`config.mk`:
```
export PLATFORM = sky130hd
export DESIGN_NAME = broadcast_message_frame_receiver
export DESIGN_NICKNAME = d
export VERILOG_FILES = /design/src/rtl/core/bmfr_pkg.sv /design/src/rtl/core/broadcast_message_frame_receiver.sv
export SDC_FILE = /design/constraint.sdc
export NUM_CORES = 1
export LEC_CHECK = 0
export BUFFER_PORTS_ARGS = -buffer_cell sky130_fd_sc_hd__buf_2
export CORE_ASPECT_RATIO = 0.9
export CORE_MARGIN = 2
export CORE_UTILIZATION = 51
export CTS_CLUSTER_SIZE = 16
export DETAILED_ROUTE_END_ITERATION = 8
export GPL_TIMING_DRIVEN = 0
export MAX_ROUTING_LAYER = met4
export PLACE_DENSITY = 0.79
export SETUP_SLACK_MARGIN = 0.02
export SLEW_MARGIN = 40
export SYNTH_ARGS = -nofsm -noshare
export SYNTH_HDL_FRONTEND = slang
export SYNTH_SLANG_ARGS = --single-unit
```
`constraint.sdc`:
```
create_clock -name clk -period 3.1 [get_ports clk]
set_clock_uncertainty 0.05 [all_clocks]
set_input_delay 0.31 -clock clk [delete_from_list [all_inputs] [get_ports clk]]
set_output_delay 0.31 -clock clk [all_outputs]
set_load 0.005 [all_outputs]
```
`src/rtl/core/bmfr_pkg.sv`:
```
// Package for the broadcast message frame receiver: sizes, codes and FSM types.
`default_nettype none

package bmfr_pkg;

  // Frame geometry
  localparam int MESSAGE_LEN  = 32;
  localparam int MAX_MESSAGES = 8;

  localparam int CHR_W = (MESSAGE_LEN > 1) ? $clog2(MESSAGE_LEN) : 1;
  localparam int CNT_W = $clog2(MAX_MESSAGES + 1);

  // Sync sequence and nibble mask
  localparam logic [7:0] SYNC_START  = 8'hF0;
  localparam logic [7:0] SYNC_ONE    = 8'h01;
  localparam logic [7:0] SYNC_TWO    = 8'h03;
  localparam logic [7:0] SYNC_THREE  = 8'h05;
  localparam logic [3:0] NIBBLE_MASK = 4'hF;

  typedef enum logic [2:0] {
    PH_IDLE,
    PH_WAIT1,
    PH_WAIT2,
    PH_WAIT3,
    PH_PAYLOAD
  } phase_t;

  typedef enum logic [2:0] {
    ST_NONE     = 3'd0,
    ST_SYNC     = 3'd1,
    ST_BYTE     = 3'd2,
    ST_DONE     = 3'd3,
    ST_MISMATCH = 3'd4,
    ST_TOOBIG   = 3'd5
  } status_t;

  typedef enum logic [1:0] {
    KIND_COUNT    = 2'd0,
    KIND_INTERVAL = 2'd1,
    KIND_TEXT     = 2'd2
  } kind_t;

endpackage

`default_nettype wire

```
`src/rtl/core/broadcast_message_frame_receiver.sv`:
```
// Broadcast message frame receiver: sync detection and nibble-pair payload decoding.
// Each accepted input byte's result is registered in the single output register.
// Throughput: one byte per cycle; the only limit is the single output register,
// which accepts a new byte whenever it is empty or its result is taken that cycle.
// Reset (rst_n low, synchronous): phase idle, payload counters cleared, output empty.
`default_nettype none

module broadcast_message_frame_receiver (
  input  wire logic       clk,
  input  wire logic       rst_n,
  input  wire logic       in_valid,
  output logic            in_stall,
  input  wire logic [7:0] in_rx_byte,
  output logic            out_valid,
  input  wire logic       out_stall,
  output logic [2:0]      out_status,
  output logic            out_data_valid,
  output logic [7:0]      out_data_value,
  output logic [1:0]      out_data_kind,
  output logic [2:0]      out_message_index,
  output logic [4:0]      out_char_index
);

  import bmfr_pkg::*;

  // Decoder state
  phase_t           phase_r, phase_nxt;
  logic             odd_r, odd_nxt;          // next byte completes a pair
  kind_t            field_r, field_nxt;      // field the current pair belongs to
  logic [3:0]       high_nibble_r, high_nibble_nxt;
  logic [CNT_W-1:0] count_r, count_nxt;      // decoded message count
  logic [CNT_W-1:0] msg_r, msg_nxt;          // message being received
  logic [CHR_W-1:0] chr_r, chr_nxt;          // character within message

  // Result register
  logic    out_valid_r;
  status_t status_r, status_nxt;
  logic    dvalid_r, dvalid_nxt;
  logic [7:0] value_r, value_nxt;
  kind_t   kind_r, kind_nxt;
  logic [2:0] midx_r, midx_nxt;
  logic [4:0] cidx_r, cidx_nxt;

  logic       accept;
  logic [7:0] pair_value;
  logic       is_sync;
  logic       too_big;
  logic       last_chr;
  logic       last_msg;
  logic [CNT_W+2:0] msg_wide;
  logic [CHR_W+4:0] chr_wide;

  // Hold the input whenever a result is waiting and the far side stalls.
  assign in_stall = out_valid_r && out_stall;
  assign accept   = in_valid && !in_stall;

  assign is_sync    = (in_rx_byte == SYNC_START);
  assign pair_value = {high_nibble_r, in_rx_byte[3:0] & NIBBLE_MASK};
  assign too_big    = (pair_value > 8'(MAX_MESSAGES));
  assign last_chr   = (chr_r == CHR_W'(MESSAGE_LEN - 1));
  assign last_msg   = ((msg_r + CNT_W'(1)) == count_r);

  // Output positions are reduced to the port widths.
  assign msg_wide = {3'b000, msg_r};
  assign chr_wide = {5'b00000, chr_r};

  // Next phase
  always_comb begin
    phase_nxt = phase_r;
    if (is_sync) begin
      phase_nxt = PH_WAIT1;
    end else begin
      unique case (phase_r)
        PH_WAIT1:   phase_nxt = (in_rx_byte == SYNC_ONE)   ? PH_WAIT2   : PH_IDLE;
        PH_WAIT2:   phase_nxt = (in_rx_byte == SYNC_TWO)   ? PH_WAIT3   : PH_IDLE;
        PH_WAIT3:   phase_nxt = (in_rx_byte == SYNC_THREE) ? PH_PAYLOAD : PH_IDLE;
        PH_PAYLOAD: begin
          if (odd_r) begin
            priority case (field_r)
              KIND_COUNT:    if (too_big) phase_nxt = PH_IDLE;
              KIND_INTERVAL: if (count_r == '0) phase_nxt = PH_IDLE;
              default:       if (last_chr && last_msg) phase_nxt = PH_IDLE;
            endcase
          end
        end
        default:    phase_nxt = PH_IDLE;
      endcase
    end
  end

  // Result and payload counters
  always_comb begin
    odd_nxt         = odd_r;
    field_nxt       = field_r;
    high_nibble_nxt = high_nibble_r;
    count_nxt       = count_r;
    msg_nxt         = msg_r;
    chr_nxt         = chr_r;
    status_nxt      = ST_NONE;
    dvalid_nxt      = 1'b0;
    value_nxt       = '0;
    kind_nxt        = KIND_COUNT;
    midx_nxt        = '0;
    cidx_nxt        = '0;
    if (is_sync) begin
      status_nxt = ST_SYNC;
    end else begin
      unique case (phase_r)
        PH_WAIT1:   status_nxt = (in_rx_byte == SYNC_ONE) ? ST_SYNC : ST_MISMATCH;
        PH_WAIT2:   status_nxt = (in_rx_byte == SYNC_TWO) ? ST_SYNC : ST_MISMATCH;
        PH_WAIT3: begin
          if (in_rx_byte == SYNC_THREE) begin
            status_nxt      = ST_SYNC;
            odd_nxt         = 1'b0;
            field_nxt       = KIND_COUNT;
            high_nibble_nxt = '0;
            count_nxt       = '0;
            msg_nxt         = '0;
            chr_nxt         = '0;
          end else begin
            status_nxt = ST_MISMATCH;
          end
        end
        PH_PAYLOAD: begin
          if (!odd_r) begin
            // First byte of a pair: keep its low nibble.
            high_nibble_nxt = in_rx_byte[3:0] & NIBBLE_MASK;
            odd_nxt         = 1'b1;
            status_nxt      = ST_BYTE;
          end else begin
            odd_nxt    = 1'b0;
            dvalid_nxt = 1'b1;
            value_nxt  = pair_value;
            kind_nxt   = field_r;
            priority case (field_r)
              KIND_COUNT: begin
                if (too_big) begin
                  status_nxt = ST_TOOBIG;
                end else begin
                  status_nxt = ST_BYTE;
                  count_nxt  = pair_value[CNT_W-1:0];
                  field_nxt  = KIND_INTERVAL;
                end
              end
              KIND_INTERVAL: begin
                status_nxt = (count_r == '0) ? ST_DONE : ST_BYTE;
                field_nxt  = KIND_TEXT;
              end
              default: begin
                status_nxt = (last_chr && last_msg) ? ST_DONE : ST_BYTE;
                midx_nxt   = msg_wide[2:0];
                cidx_nxt   = chr_wide[4:0];
                // Advance the character position, wrapping into the next message.
                if (last_chr) begin
                  chr_nxt = '0;
                  msg_nxt = msg_r + CNT_W'(1);
                end else begin
                  chr_nxt = chr_r + CHR_W'(1);
                end
              end
            endcase
          end
        end
        default:    status_nxt = ST_NONE;
      endcase
    end
  end

  always_ff @(posedge clk) begin
    if (!rst_n) begin
      phase_r       <= PH_IDLE;
      odd_r         <= 1'b0;
      field_r       <= KIND_COUNT;
      high_nibble_r <= '0;
      count_r       <= '0;
      msg_r         <= '0;
      chr_r         <= '0;
      out_valid_r   <= 1'b0;
    end else begin
      if (accept) begin
        phase_r       <= phase_nxt;
        odd_r         <= odd_nxt;
        field_r       <= field_nxt;
        high_nibble_r <= high_nibble_nxt;
        count_r       <= count_nxt;
        msg_r         <= msg_nxt;
        chr_r         <= chr_nxt;
        out_valid_r   <= 1'b1;
      end else if (!out_stall) begin
        out_valid_r   <= 1'b0;
      end
    end
  end

  // Result payload: load on every input transfer.
  always_ff @(posedge clk) begin
    if (accept) begin
      status_r <= status_nxt;
      dvalid_r <= dvalid_nxt;
      value_r  <= value_nxt;
      kind_r   <= kind_nxt;
      midx_r   <= midx_nxt;
      cidx_r   <= cidx_nxt;
    end
  end

  assign out_valid         = out_valid_r;
  assign out_status        = status_r;
  assign out_data_valid    = dvalid_r;
  assign out_data_value    = value_r;
  assign out_data_kind     = kind_r;
  assign out_message_index = midx_r;
  assign out_char_index    = cidx_r;

  // A frame end or an oversize count always drops the decoder back to idle.
  a_done_idle: assert property (@(posedge clk) disable iff (!rst_n)
    accept && (status_nxt == ST_DONE || status_nxt == ST_TOOBIG) |=> phase_r == PH_IDLE)
    else $error("decoder not idle after frame end");

  // Decoded data only comes with payload, done or oversize status.
  a_data_status: assert property (@(posedge clk) disable iff (!rst_n)
    out_valid && out_data_valid |->
      (out_status == ST_BYTE || out_status == ST_DONE || out_status == ST_TOOBIG))
    else $error("data flagged with non-data status");

  // Text positions stay inside the configured frame.
  a_text_pos: assert property (@(posedge clk) disable iff (!rst_n)
    phase_r == PH_PAYLOAD && field_r == KIND_TEXT |-> msg_r < count_r)
    else $error("text position beyond message count");

endmodule

`default_nettype wire
```
==> reports/metrics.cfg <==
[status]
status=complete, no violations

[critical_path]
path_buf_inv=1
arrival_ps=2480
slowest_delay_ps=390
crit_path_end_kind=flop
critPathKind=reg2reg
cp_slowest_cell=dfxtp_1
critPathTopFamily=adder cells
critPathRequiredTime_ps=3280
critPathMaxFanout=5
path_cells=ha_1 -> and3_1 -> ha_1 -> inv_1 -> nor4_1 -> a31oi_2 -> a31oi_2 -> mux2i_1
crit_path_start_kind=flop

[timing]
finalHoldViolations=0
setup_tns_ps=0
finalCritPeriodShare_pct=74.1
fmax_mhz=436
setup_viol=0
whs_ps=170
slew_viol_final=0
layout_min_cycle_time_ps=2300
rsz0062_at_grt=no
slew_headroom_pct=62.5
worstMarginPinSlew_ps=557

[floorplanning]
pin_count=36
core_um2=4430
start_util_pct=52.5
die_w_um=75.2
die_y_um=68.1
floorplan.rows=23
die_area_um2=5110

[yosys]
synth_area_um2=2320
yosys.area_share.simple_pct=25.6
ys_seq_elements=46
synth_flop_cell=dfxtp_1
syn-instance-count=224
muxShareOfSynthArea_pct=2.58
yosysSeqAreaShare_pct=49.1
synth_top_cell_by_area=edfxtp_1
synth_area_leaders=edfxtp_1, dfxtp_1, and2_1
synth_cell_type_count=57
synth.net_count=239
syn_avg_cell_area_um2=10.4
synth-compound-area-share_pct=15.2
synth_edf_count=22
synth_fa_ha_area_share_pct=1.61
yosys_warnings=0
synth_top_family_by_area=simple AND/OR/NAND/NOR gates
yosysTopAreaCellShare_pct=28.4
synthXorXnorAreaFrac_pct=2.26
synthArstFlopShare_pct=0

[drt]
finalWirelength_mm=4.68
firstDrtPassIters=4
wl_met3_um=271
route.met2.wl_mm=2.17
vias=1864
top_layer_used=met4
drc=0
ant_nets=0
first_iter_violations=146
routedWlPerCell_um=14.3
vias_per_cell=5.68
wl_met1_mm=2.19

[global_routing]
gr-total-overflow=0
grt_max_degree=21
antenna_found_initial=0
track_usage_pct=20.5
grt_pass1_wl_mm=7.78
grt_pass1_vias=1681

[cts]
cts_buffers=5
cts_hold_buf=0
root_buffer=clkbuf_8
cts_buffer_depth=2
cts.sinks=46
path_clk_slew_ps=90
cts.repair.resized=0
h-tree-depth=2
cts_setup_buffers=0
cts_tree=yes
clk_latency_ps=310

[cells_and_area]
area.growth.synth_to_final_pct=15.6
layout.area.seq_um2=1140
multi_input_area_um2=1110
fin_util_pct=60.6
drive_gt1_share_pct=25.9
fillCellCount=392
fin_area_um2=2690
num_antenna_cells=0
nNetsFinal=280

[placed_design]
dpl-instance-area_um2=2590
port_buffers=33
post-dp-hpwl_mm=3.43
place.gp.congestion=0.856

[power_and_ir_drop]
swShare_pct=24.2
pwr-share-seq_pct=58.9
cellLeakagePower_nw=0.991
p_int_uw=840
p_switching_uw=268
total_power_mw=1.11
power_frac_comb_pct=6.7
irDropWorstVdd_v=0.000256
clockPowerShare_pct=34.4
power_density_nw_per_um2=412

[min_path]
hold_class=in2reg

[run]
cap_violations=0

[layer usage]
metal	global-route usage, %	up-vias
li1	-	913
met1	26.8	888
met2	32.7	58
met3	4.42	5
met4	5.48	0
met5	-	-
[synth_stat cells, drive strengths merged (3+ instances only)]
cell and count:
dfxtp 24, edfxtp 22, nand2 21, nor2 17
and2 15, nand3 14, o21ai 14, a21oi 12
and3 6, buf 6, mux2i 6, clkbuf 5
a22oi 4, inv 4, nor3 4, nor4 4
xnor2 4, a31oi 3, ha 3, nand4 3
nor3b 3
[cell families after synthesis]
| kind of cell | after synthesis |
|---|---|
| DFF | 46 |
| AOI/OAI and AO/OA | 49 |
| adders and majority gates | 3 |
| muxes | 6 |
| buffers and inverters | 15 |
| and+or+nand+nor | 99 |
| xor gates and xnor gates | 6 |
[area by class of cell]
type,count,share of cell area [%]
clock buffers,5,2.56
well taps,62,2.89
clock inverters,3,0.885
repair buffers,34,6.71
plain buffers,11,2.61
inverters,4,0.559
multi-input cells,163,41.3
flip-flops and latches,46,42.5
[stage by stage]
stage	setup slack, ps	instances
after global routing	629	328
after CTS	781	328
after floorplan	440	224
final	804	328
after global placement	-217	319
after detailed placement	807	320
[registers in the layout (all words and copies together) (netlist names)]
| signal | cells |
|---|---|
| out_data_kind | 2 |
| out_data_value | 8 |
| field_r | 2 |
| phase_r | 3 |
| high_nibble_r | 4 |
| chr_r | 5 |
| out_message_index | 3 |
| out_data_valid | 1 |
| out_valid | 1 |
| out_status | 3 |
| msg_r | 4 |
| out_char_index | 5 |
| count_r | 4 |
| odd_r | 1 |
[worst reg2reg max path, cell delays in order (launching register included)]
cell	delay, ps
dfxtp_1	390
ha_1	190
and3_1	160
ha_1	330
inv_1	100
nor4_1	320
a31oi_2	160
a31oi_2	280
mux2i_1	230
[cells in the final DEF (no fill, tap or decap), types with 6 or more instances in the layout]
cell,synthesis,routed
a21oi_1,11,11
and2_1,15,15
and3_1,6,6
buf_2,2,35
dfxtp_1,24,24
edfxtp_1,22,22
mux2i_1,6,6
nand2_1,21,21
nand3_1,14,14
nor2_1,15,15
o21ai_0,13,13
[power groups by stage]
stage          registers [mW]  logic (mW)  clock network, mW
2_1_floorplan           0.670      0.0338                  0
3_3_place_gp            0.667      0.0695                  0
3_5_place_dp            0.667      0.0744                  0
4_1_cts                 0.653      0.0745              0.379
5_1_grt                 0.655      0.0827              0.400
6_report                0.652      0.0745              0.381
[worst paths after layout]
path | startpoint | end | slack (ps) | depth (start not counted)
max | chr_r[0] | phase_r[0] | 800 | 8
min | in_valid | out_valid | 170 | 2
max reg2reg | chr_r[0] | phase_r[0] | 800 | 8
min reg2reg | chr_r[4] | chr_r[4] | 440 | 2
Note: power is estimated with default switching activity, not from simulation.
